File: config.mk
export PLATFORM = sky130hd
export DESIGN_NAME = pcbc_csr
export DESIGN_NICKNAME = d
export VERILOG_FILES = /design/src/pcbc_pkg.sv /design/src/pcbc_csr.sv
export SDC_FILE = /design/constraint.sdc
export NUM_CORES = 1
export LEC_CHECK = 0
export BUFFER_PORTS_ARGS = -buffer_cell sky130_fd_sc_hd__buf_4
export CORE_ASPECT_RATIO = 1.25
export CORE_MARGIN = 2
export CORE_UTILIZATION = 35
export DETAILED_ROUTE_END_ITERATION = 12
export HOLD_SLACK_MARGIN = 0.06
export PLACE_DENSITY = 0.72
export SYNTH_ARGS = -nofsm -noshare
export SYNTH_HDL_FRONTEND = slang
export SYNTH_SLANG_ARGS = --single-unit
File: constraint.sdc
create_clock -name clock -period 1.4 [get_ports clock]
set_input_delay 0.14 -clock clock [delete_from_list [all_inputs] [get_ports clock]]
set_output_delay 0.14 -clock clock [all_outputs]
set_load 0.02 [all_outputs]
File: src/pcbc_pkg.sv
// Shared types and constants for the point cloud box crop filter.
// Depends on nothing; every other file of the block imports it.
`timescale 1ns / 1ps
`default_nettype none

package pcbc_pkg;

   localparam int COORD_W = 32;
   localparam int QUAT_W = 16;
   localparam int ENTRY_W = 18;
   localparam int MAT_FRAC = 16;
   localparam int DIFF_W = COORD_W + 1;
   localparam int PROD_W = ENTRY_W + DIFF_W;
   localparam int SUM_W = PROD_W + 2;
   localparam int QPROD_W = 2 * QUAT_W;
   localparam int QACC_W = QPROD_W + 4;
   localparam int ROUND_SHIFT = 12;
   localparam int ADDR_W = 6;
   localparam int DATA_W = 64;

   localparam logic [2:0] REG_QUAT = 3'd0;
   localparam logic [2:0] REG_ORIGIN_X = 3'd1;
   localparam logic [2:0] REG_ORIGIN_Y = 3'd2;
   localparam logic [2:0] REG_ORIGIN_Z = 3'd3;
   localparam logic [2:0] REG_BOUND_X_LOW = 3'd4;
   localparam logic [2:0] REG_BOUND_X_HIGH = 3'd5;
   localparam logic [2:0] REG_BOUND_Y_LOW = 3'd6;
   localparam logic [2:0] REG_BOUND_Y_HIGH = 3'd7;

   localparam logic [DATA_W-1:0] QUAT_RESET = 64'h4000_0000_0000_0000;
   localparam logic signed [ENTRY_W-1:0] ENTRY_MAX = 18'sd131071;
   localparam logic signed [ENTRY_W-1:0] ENTRY_MIN = -18'sd131072;
   localparam logic signed [ENTRY_W-1:0] ENTRY_ONE = 18'sd65536;
   localparam logic signed [QACC_W-1:0] QUAT_ONE = 36'sd268435456;
   localparam logic signed [QACC_W-1:0] ROUND_HALF = 36'sd2048;

   typedef logic signed [ENTRY_W-1:0] entry_type;
   typedef entry_type [8:0] matrix_type;

   typedef struct packed {
      logic [DATA_W-1:0] quaternion;
      logic signed [COORD_W-1:0] origin_x;
      logic signed [COORD_W-1:0] origin_y;
      logic signed [COORD_W-1:0] origin_z;
      logic signed [COORD_W-1:0] bound_x_low;
      logic signed [COORD_W-1:0] bound_x_high;
      logic signed [COORD_W-1:0] bound_y_low;
      logic signed [COORD_W-1:0] bound_y_high;
   } cfg_type;

   typedef struct packed {
      logic signed [COORD_W-1:0] point_x;
      logic signed [COORD_W-1:0] point_y;
      logic signed [COORD_W-1:0] point_z;
      logic depth_invalid;
      logic odd_position;
   } req_payload_type;

   typedef struct packed {
      logic signed [COORD_W-1:0] kept_x;
      logic signed [COORD_W-1:0] kept_y;
      logic signed [COORD_W-1:0] kept_z;
   } rsp_payload_type;

endpackage

`default_nettype wire

File: src/pcbc_csr.sv
// APB-style register file holding the quaternion, plane origin and crop bounds.
// Depends on pcbc_pkg for the register indexes and the configuration struct.
`timescale 1ns / 1ps
`default_nettype none

module pcbc_csr (
   input  wire logic                        clock,
   input  wire logic                        reset,
   input  wire logic                        csr_psel,
   input  wire logic                        csr_penable,
   input  wire logic                        csr_pwrite,
   input  wire logic [pcbc_pkg::ADDR_W-1:0] csr_paddr,
   input  wire logic [pcbc_pkg::DATA_W-1:0] csr_pwdata,
   output logic      [pcbc_pkg::DATA_W-1:0] csr_prdata,
   output logic                             csr_pready,
   output pcbc_pkg::cfg_type                cfg,
   output logic      [pcbc_pkg::DATA_W-1:0] next_quaternion
);
   import pcbc_pkg::*;

   cfg_type cfg_ff;
   cfg_type cfg_in;
   logic [2:0] index;
   logic wr_en;

   assign index = csr_paddr[ADDR_W-1:3];
   assign wr_en = csr_psel && csr_penable && csr_pwrite;
   assign csr_pready = 1'b1;
   assign cfg = cfg_ff;
   assign next_quaternion = cfg_in.quaternion;

   always_comb begin
      cfg_in = cfg_ff;
      if (wr_en) begin
         case (index)
            REG_QUAT:         cfg_in.quaternion = csr_pwdata;
            REG_ORIGIN_X:     cfg_in.origin_x = csr_pwdata[COORD_W-1:0];
            REG_ORIGIN_Y:     cfg_in.origin_y = csr_pwdata[COORD_W-1:0];
            REG_ORIGIN_Z:     cfg_in.origin_z = csr_pwdata[COORD_W-1:0];
            REG_BOUND_X_LOW:  cfg_in.bound_x_low = csr_pwdata[COORD_W-1:0];
            REG_BOUND_X_HIGH: cfg_in.bound_x_high = csr_pwdata[COORD_W-1:0];
            REG_BOUND_Y_LOW:  cfg_in.bound_y_low = csr_pwdata[COORD_W-1:0];
            REG_BOUND_Y_HIGH: cfg_in.bound_y_high = csr_pwdata[COORD_W-1:0];
            default:          cfg_in = cfg_ff;
         endcase
      end
   end

   always_comb begin
      case (index)
         REG_QUAT:         csr_prdata = cfg_ff.quaternion;
         REG_ORIGIN_X:     csr_prdata = {32'd0, cfg_ff.origin_x};
         REG_ORIGIN_Y:     csr_prdata = {32'd0, cfg_ff.origin_y};
         REG_ORIGIN_Z:     csr_prdata = {32'd0, cfg_ff.origin_z};
         REG_BOUND_X_LOW:  csr_prdata = {32'd0, cfg_ff.bound_x_low};
         REG_BOUND_X_HIGH: csr_prdata = {32'd0, cfg_ff.bound_x_high};
         REG_BOUND_Y_LOW:  csr_prdata = {32'd0, cfg_ff.bound_y_low};
         REG_BOUND_Y_HIGH: csr_prdata = {32'd0, cfg_ff.bound_y_high};
         default:          csr_prdata = '0;
      endcase
   end

   always_ff @(posedge clock) begin
      if (reset) begin
         cfg_ff.quaternion <= QUAT_RESET;
         cfg_ff.origin_x <= '0;
         cfg_ff.origin_y <= '0;
         cfg_ff.origin_z <= '0;
         cfg_ff.bound_x_low <= 32'sh8000_0000;
         cfg_ff.bound_x_high <= 32'sh7FFF_FFFF;
         cfg_ff.bound_y_low <= 32'sh8000_0000;
         cfg_ff.bound_y_high <= 32'sh7FFF_FFFF;
      end else begin
         cfg_ff <= cfg_in;
      end
   end

endmodule

`default_nettype wire

==> metrics.cfg, run 1 <==
[hold_path]
worstHoldStart = csr_pwdata[16]
hold_path_end = cfg[240]
hold_depth = 4
holdCritPathClass = in2reg

[global_routing]
grt_overflow = 0
grtUsageTotal_pct = 29.0
grt_max_degree = 64
antenna_found_initial = 2
grt_pass1_vias = 14500
grt_pass1_wl_mm = 87.8

[synth]
syn-cell-area_um2 = 13200
synth_area_leader_cell = dfxtp_1
synth.distinct_cells = 31
synth_adder_area_share_pct = 0
syn_nets = 1701
yosys-top-cells-area = dfxtp_1 44%, nand2_1 13%, mux2_4 6.9%
synth-xor-area-share_pct = 0
synth-edff-count = 0
seq_area_frac_synth_pct = 43.6
ys_warn_count = 0
synthFlopType = dfxtp_1
synth_mux_area_share_pct = 11.5
yosysTopAreaCellShare_pct = 43.6
yosys-top-cells-count = 447 x nand2_1, 288 x dfxtp_1, 171 x a21oi_1, 140 x clkbuf_1, 93 x nor2b_1
synth.most_common_cell = nand2_1
avgSynthCellArea_um2 = 8.12
synth-compound-area-share_pct = 12.8
synth_top_family_by_area = simple AND/OR/NAND/NOR gates
synthArstFlopShare_pct = 0
ys_seq_elements = 288
synthSimpleGateAreaFrac_pct = 26.1
synth_cells = 1626

[die]
initial_core_util_pct = 35.4
dieArea_um2 = 39300
die_h_um = 221
core_area_um2 = 37300
io_pins = 492
die_w_um = 178
rows = 79

[critical_path]
crit_path_end_kind = primary output
worstPathArrival_ns = 1.91
required_ns = 1.26
timing.rr.start = cfg[239]
cp_max_fo = 2
path_class = reg2out
reg2reg_to = cfg[239]
worstSetupStartpointType = flop
reg2reg_depth = 4
rrSetupSlack_ns = 0.35

[place]
detailed_place.area_um2 = 18800
gp_congestion = 0.965
post-dp-hpwl_mm = 40.2
port_buffers = 487
dpl_worst_slack_ns = -0.435

[detailed_routing]
viasPerCell = 5.26
first_iter_violations = 1203
ant_nets = 0
drc = 0
vias = 14500
totalWireLength_mm = 60.2
firstDrtPassIters = 5
wl_per_cell_um = 21.8

[job]
drv_cap = 0

[timing]
max_freq_mhz = 488
setup_violations = 129
hold_viol_final = 0
rsz0062_at_grt = yes
holdWs_ns = 0.126
finalClockSkew_ns = 0
finalMaxSlewViolations = 0
setup_ws_ns = -0.648
min_period_ns = 2.05
period_share_pct = 146

[clock_tree]
cts_tree = built
worstSkewPairLatency_ns = 0.56
cts_root_buf = clkbuf_16
cts_made_buffers = 31
clkSlewWorstSetupHoldPaths_ns = 0.06
cts_max_level = 1
cts_buffer_depth = 3
cts.sink_count = 288

[power]
total_power_mw = 19.4
power_density_nw_per_um2 = 893
power.leakage_nw = 9.76
vdd_drop_max_mv = 0.812

[final_layout]
final_util_pct = 58.2
fin_nets = 2322
finish.instance_area_um2 = 21700
largest_reg_flops = 288
drive_above_1_share_pct = 43.8
syn_to_final_growth_pct = 64.2

[status]
violations = negative setup slack
status = finished, violations left

==> routing by layer <==
layer | GRT usage (%) | part of all wire, % | vias to the layer above
li1 | - | - | 6618
met1 | 35.6 | 39 | 6945
met2 | 47.9 | 48 | 727
met3 | 4.66 | 6.8 | 211
met4 | 16.3 | 5.9 | 2
met5 | 0 | 0.022 | -
==> critical path: stages, from the launching register on <==
cell and delay [ns]:
dfxtp_1 0.32, mux2_2 0.28, a22o_1 0.21, a221oi_2 0.27, nor2_1 0.09, buf_4 0.17
==> report_power, final <==
part / switching [mW] / internal [mW] / leakage (nW)
Clock: 3.53 / 4.84 / 0.512
Sequential: 0.0611 / 8.27 / 2.33
Combinational: 1.43 / 1.25 / 6.92
==> worst max path at each step <==
stage                  from             end  slack (ns)
6_report            cfg[53]  csr_prdata[21]       -0.65
5_1_grt             cfg[53]  csr_prdata[21]       -0.73
4_1_cts             cfg[53]  csr_prdata[21]       -0.66
3_5_place_dp   csr_paddr[3]  csr_prdata[21]       -0.43
3_3_place_gp   csr_paddr[3]  csr_prdata[21]       -0.44
2_1_floorplan  csr_paddr[3]        cfg[224]       -0.14
==> cells in the final DEF, fill, tap and decap left out, drive strengths merged, types with 33 or more instances in the layout <==
cell and count:
nand3b 63, a21oi 171, nor2b 93, nand2 447, buf 681, clkbuf 43
mux2 91, dfxtp 288, nor2 92, and2 33, dlygate4sd3 67, a22o 36
==> stage by stage <==
stage               setup TNS [ns]  instances
floorplan                   -10.05       1626
global placement            -82.36       2600
detailed placement          -91.68       2600
CTS                         -44.46       2747
global route                -46.04       2758
finish                      -42.41       2758
==> logic make-up (layout without fill, tap and decap cells) <==
group,count (synthesis),in the layout
mux,117,117
other cells,1,2
compound gates,274,274
simple gates,751,752
flops,288,288
buf+inv,195,839
==> repair_timing <==
action,4_1_cts,5_1_grt
gates cloned,4,1
pin swaps,11,24
hold endpoints to repair,284,0
hold buffers,68,0
setup buffers,19,14
resized for setup,191,83
endpoints found under the setup margin,128,131
==> cell type report <==
| type | instances | area [µm²] |
|---|---|---|
| diodes | 1 | 2.50 |
| clock buffers | 42 | 897 |
| clock inverters | 15 | 136 |
| fillers | 3075 | 15600 |
| inverters | 32 | 121 |
| multi-input cells | 1144 | 7240 |
| flip-flops and latches | 288 | 5810 |
| well taps | 486 | 608 |
| repair buffers | 750 | 6880 |
Note: power is estimated with default switching activity, not from simulation.
==> run 2, diff against run 1 <==
HOLD_SLACK_MARGIN = 0.15   (was 0.06)
PLACE_DENSITY = 0.7   (was 0.72)
clock period = 1.9 ns   (was 1.4 ns; I/O delays follow)
==> run 2 against run 1 <==
Net effect:
- the flow still finishes with violations (negative setup slack)
- critical path type unchanged
- clock power decreased by 26%
- largest power group unchanged
- total power shrank 27%
- cell area shrank 6.5%
- first-iteration DRC count is 11% lower
- critical path depth increased by 1
- final cell count fell by 3.0%
- register-to-register slack gained 0.59 ns
- sequential share of layout area up 2.0 points
- count of clock-buffer cells in the layout unchanged
==> metrics.cfg, run 2 (synthesized netlist as in run 1, its figures left out) <==
[status]
status = finished, violations left
violations = negative setup slack

[die]
io_pins = 492
dieArea_um2 = 39300
rows = 79
initial_core_util_pct = 35.4
die_h_um = 221
die_w_um = 178
core_area_um2 = 37300

[critical_path]
slowest_stage = dfxtp_2
cp_max_fo = 2
crit_chain = mux2_4, a22o_4, a221oi_2, buf_4, nor2_2, buf_6
slowest_delay_ns = 0.32
reg2reg_to = cfg[286]
rrSetupSlack_ns = 0.94
reg2reg_depth = 2
worstSetupStartpointType = flop
worstPathArrival_ns = 1.93
crit_family = compound AO/OA/AOI/OAI gates
path_class = reg2out
crit_path_end_kind = primary output
required_ns = 1.71
crit_buf_inv = 2
timing.rr.start = cfg[286]

[detailed_routing]
ant_nets = 0
firstDrtPassIters = 6
vias = 14200
first_iter_violations = 1065
wl_per_cell_um = 21.8
totalWireLength_mm = 58.2
drc = 0
viasPerCell = 5.31

[final_layout]
fillCellCount = 3347
multiInputGateArea_um2 = 7010
drive_above_1_share_pct = 39.7
syn_to_final_growth_pct = 53.5
mostFrequentLayoutCell = buf_4
regArea_um2 = 5840
layout_common_cells = 555 x buf_4, 447 x nand2_1, 233 x dfxtp_1
final_util_pct = 54.4
fin_nets = 2240
largest_reg_flops = 288

[global_routing]
grt_pass1_vias = 13700
antenna_found_initial = 1
grt_max_degree = 76
grt_pass1_wl_mm = 85.1
met1_usage_pct = 34.6
grt-busiest-layer = met2
grtUsageTotal_pct = 28.2
use_met3_pct = 4.30
grt_overflow = 0
met2_usage_pct = 47.7

[timing]
rsz0062_at_grt = yes
setup_ws_ns = -0.215
slew_headroom_pct = 66.6
hold_viol_final = 0
holdWs_ns = 0.277
period_share_pct = 111
setup_violations = 26
finalMaxSlewViolations = 0
max_freq_mhz = 473
finalClockSkew_ns = 0
setup_tns_ns = -3.55
min_period_ns = 2.12
worst_pin_slew_ns = 0.500

[power]
power.switching_mw = 3.56
power_frac_comb_pct = 12.7
power_frac_clock_pct = 43.9
switching_share_pct = 25.2
seqPwrFrac_pct = 43.4
power.leakage_nw = 9.14
power_density_nw_per_um2 = 697
total_power_mw = 14.1
vdd_drop_max_mv = 0.707
internal-power_mw = 10.6

[clock_tree]
clkSlewWorstSetupHoldPaths_ns = 0.07
cts_made_buffers = 30
worstSkewPairLatency_ns = 0.57
cts.sink_count = 288
cts_max_level = 1
cts_tree = built
cts_root_buf = clkbuf_16
cts_buffer_depth = 3

[place]
post-dp-hpwl_mm = 39.3
gp_congestion = 0.947
port_buffers = 487
dpl_worst_slack_ns = -0.0903

[hold_path]
holdCritPathClass = in2reg
hold_depth = 6
hold_path_end = cfg[127]
worstHoldStart = csr_pwrite

[job]
drv_cap = 0

run 2: routing by layer:
layer | share of wire (%) | up-vias
li1 | - | 6433
met1 | 39 | 6840
met2 | 48 | 762
met3 | 7.7 | 176
met4 | 5.3 | 0
met5 | 0 | -
run 2: power groups by stage:
stage	combinational, mW	sequential [mW]	clock, mW
floorplan	0.777	6.32	0
finish	1.79	6.14	6.21
detailed placement	1.53	6.27	0
global placement	1.52	6.27	0
CTS	1.75	6.13	6.27
global route	1.88	6.14	6.53
run 2: layout make-up:
cell class	count	area share [%]
Antenna cell	1	0.0123
Inverter	32	0.592
Timing Repair Buffer	670	27.9
Multi-Input combinational cell	1143	34.5
Sequential cell	288	28.8
Tap cell	486	3.00
Clock inverter	13	0.703
Clock buffer	42	4.42
run 2: worst max-delay path by stage:
stage	end	from	slack (ns)	cells after the start
after floorplan	csr_prdata[15]	csr_paddr[3]	0.23	6
after global placement	csr_prdata[21]	csr_paddr[5]	-0.06	7
after detailed placement	csr_prdata[21]	csr_paddr[3]	-0.09	7
after CTS	csr_prdata[16]	cfg[48]	-0.25	6
after global routing	csr_prdata[16]	cfg[48]	-0.27	6
final	csr_prdata[16]	cfg[48]	-0.22	6
run 2: worst min-delay path: cells and delay by family:
kind / cells / cell delay (ns)
compound gates: 1 / 0.10
simple gates: 3 / 0.23
buf+inv: 2 / 0.30
run 2: through the flow:
stage	instances	instance area, µm²
floorplan	1626	13200
global placement	2523	17800
detailed placement	2523	17800
CTS	2672	20200
global route	2675	20300
finish	2675	20300
run 2: repair_timing:
action | CTS | global route
cloned | 3 | 0
setup buffers | 26 | 2
gates resized for setup | 113 | 31
hold buffers | 65 | 0
endpoints found under the setup margin | 70 | 82
pin swaps | 22 | 21
hold endpoints to repair | 288 | 0
==> run 3, diff against run 2 <==
PLACE_DENSITY = 0.72   (was 0.7)
clock period = 1.71 ns   (was 1.9 ns; I/O delays follow)
==> run 3 against run 2 <==
Net effect:
- the run still ends with negative setup slack left
- count of clock-buffer cells in the layout down 3
- hold slack worse by 0.091 ns
- total power up 15%
- via count up 1.7%
- sequential power up 11%
- worst setup slack worse by 0.18 ns
- first-iteration DRC count up 18%
- clock power up 19%
- global-route usage up 0.56 points
- die area unchanged
- utilization up 1.9 points
- non-clock buffer count up 34
- critical endpoint is now csr_prdata[20]
- largest power group unchanged
- highest routed layer is now met5
==> metrics.cfg, run 3 (synthesized netlist as in run 1, its figures left out) <==
[detailed_routing]
ant_nets = 0
drc = 0
viasPerCell = 5.34
vias = 14400
first_iter_violations = 1260
totalWireLength_mm = 60.1
firstDrtPassIters = 5
wl_per_cell_um = 22.2

[final_layout]
syn_to_final_growth_pct = 58.9
finish.instance_area_um2 = 21000
layout_common_cells = 521 x buf_4, 447 x nand2_1, 231 x dfxtp_1
finalNonFillerCells = 2706
final_util_pct = 56.3
drive_above_1_share_pct = 40.7
mostFrequentLayoutCell = buf_4
fin_nets = 2274
largest_reg_flops = 288

[global_routing]
grtUsageTotal_pct = 28.8
antenna_found_initial = 3
grt_pass1_vias = 13900
grt_max_degree = 85
grt_pass1_wl_mm = 86.6
grt_overflow = 0

[clock_tree]
cts_made_buffers = 30
cts_root_buf = clkbuf_16
cts_max_level = 1
worstSkewPairLatency_ns = 0.56
cts_buffer_depth = 3
cts.sink_count = 288
cts_tree = built
clkSlewWorstSetupHoldPaths_ns = 0.06

[timing]
min_period_ns = 2.10
finalMaxSlewViolations = 0
finalClockSkew_ns = 0
setup_tns_ns = -25.22
setup_ws_ns = -0.394
worst_pin_slew_ns = 0.821
period_share_pct = 123
rsz0062_at_grt = yes
slew_headroom_pct = 45.2
hold_viol_final = 0
setup_violations = 96
max_freq_mhz = 475

[critical_path]
crit_path_end_kind = primary output
crit_family = compound AO/OA/AOI/OAI gates
worstPathArrival_ns = 1.93
slowest_delay_ns = 0.33
crit_chain = mux2_2, a22o_1, a221oi_2, nor2_1, buf_4
path_class = reg2out
required_ns = 1.54
slowest_stage = dfxtp_2
cp_max_fo = 3
worstSetupStartpointType = flop
crit_buf_inv = 1

[die]
rows = 79
die_h_um = 221
initial_core_util_pct = 35.4
core_area_um2 = 37300
dieArea_um2 = 39300
io_pins = 492
die_w_um = 178

[place]
port_buffers = 487
gp_congestion = 0.966
dpl_worst_slack_ns = -0.387
detailed_place.area_um2 = 18000
post-dp-hpwl_mm = 39.8
dp_cells = 2541

[power]
vdd_drop_max_mv = 0.661
power_density_nw_per_um2 = 775
power.leakage_nw = 9.45

[status]
status = finished, violations left
violations = negative setup slack

[hold_path]
holdCritPathClass = in2reg

[job]
drv_cap = 0

[run 3: cell types whose count changed in the layout (fill, tap and decap cells not counted), moves of 3 or more]
cell and change:
a21oi_1 -3, a21oi_2 +3, buf_12 +14, buf_4 -34, buf_6 +52, bufinv_16 +5, clkbuf_1 +4, clkbuf_8 -7
clkinv_2 -4, dfxtp_2 +3, inv_1 -3, inv_2 +3, mux2_2 +3, mux2_4 -3
[run 3: worst paths after layout]
kind         startpoint              to  slack, ns  cells past startpoint
max             cfg[20]  csr_prdata[20]      -0.39                      5
min               reset        cfg[226]       0.19                      2
max reg2reg    cfg[261]        cfg[261]       0.70                      3
min reg2reg    cfg[113]        cfg[113]       0.47                      2
[run 3: through the flow]
step	total power [mW]	hold slack, ns
final	16.3	0.186
after global routing	16.7	0.208
after CTS	16.3	0.170
after detailed placement	8.70	0.458
after global placement	8.68	0.449
after floorplan	7.89	0.470
[run 3: worst reg2reg max path, stage by stage, from the launching register on]
cell and delay, ns:
dfxtp_1 0.36, mux2_4 0.29, buf_4 0.14, nor2b_1 0.12
[run 3: cell type report]
class | instances | area (µm²)
Clock inverter | 13 | 272
Inverter | 32 | 121
Antenna cell | 1 | 2.50
Tap cell | 486 | 608
Fill cell | 3137 | 16300
Multi-Input combinational cell | 1143 | 7020
Clock buffer | 39 | 816
Timing Repair Buffer | 704 | 6310
Sequential cell | 288 | 5840
[run 3: power breakdown]
part           total [mW]  switching [mW]  internal (mW)
sequential           6.82          0.0528           6.77
clock                7.37            2.83           4.55
combinational        2.07            1.12          0.954
total                16.3            3.99           12.3
[run 3: what timing repair did]
action / in CTS / in global routing
pin swaps: 11 / 16
endpoints found under the setup margin: 96 / 97
gates resized for setup: 181 / 42
gates cloned: 8 / 2
hold endpoints to repair: 288 / 0
buffers inserted: 31 / 15
hold buffers: 64 / 0
[run 3: metal layers]
layer	track usage, %	part of all wire [%]	vias to the layer above
li1	-	-	6501
met1	34.9	38	6896
met2	48.1	48	861
met3	4.95	8.6	188
met4	15.7	5.5	2
met5	0	0.022	-
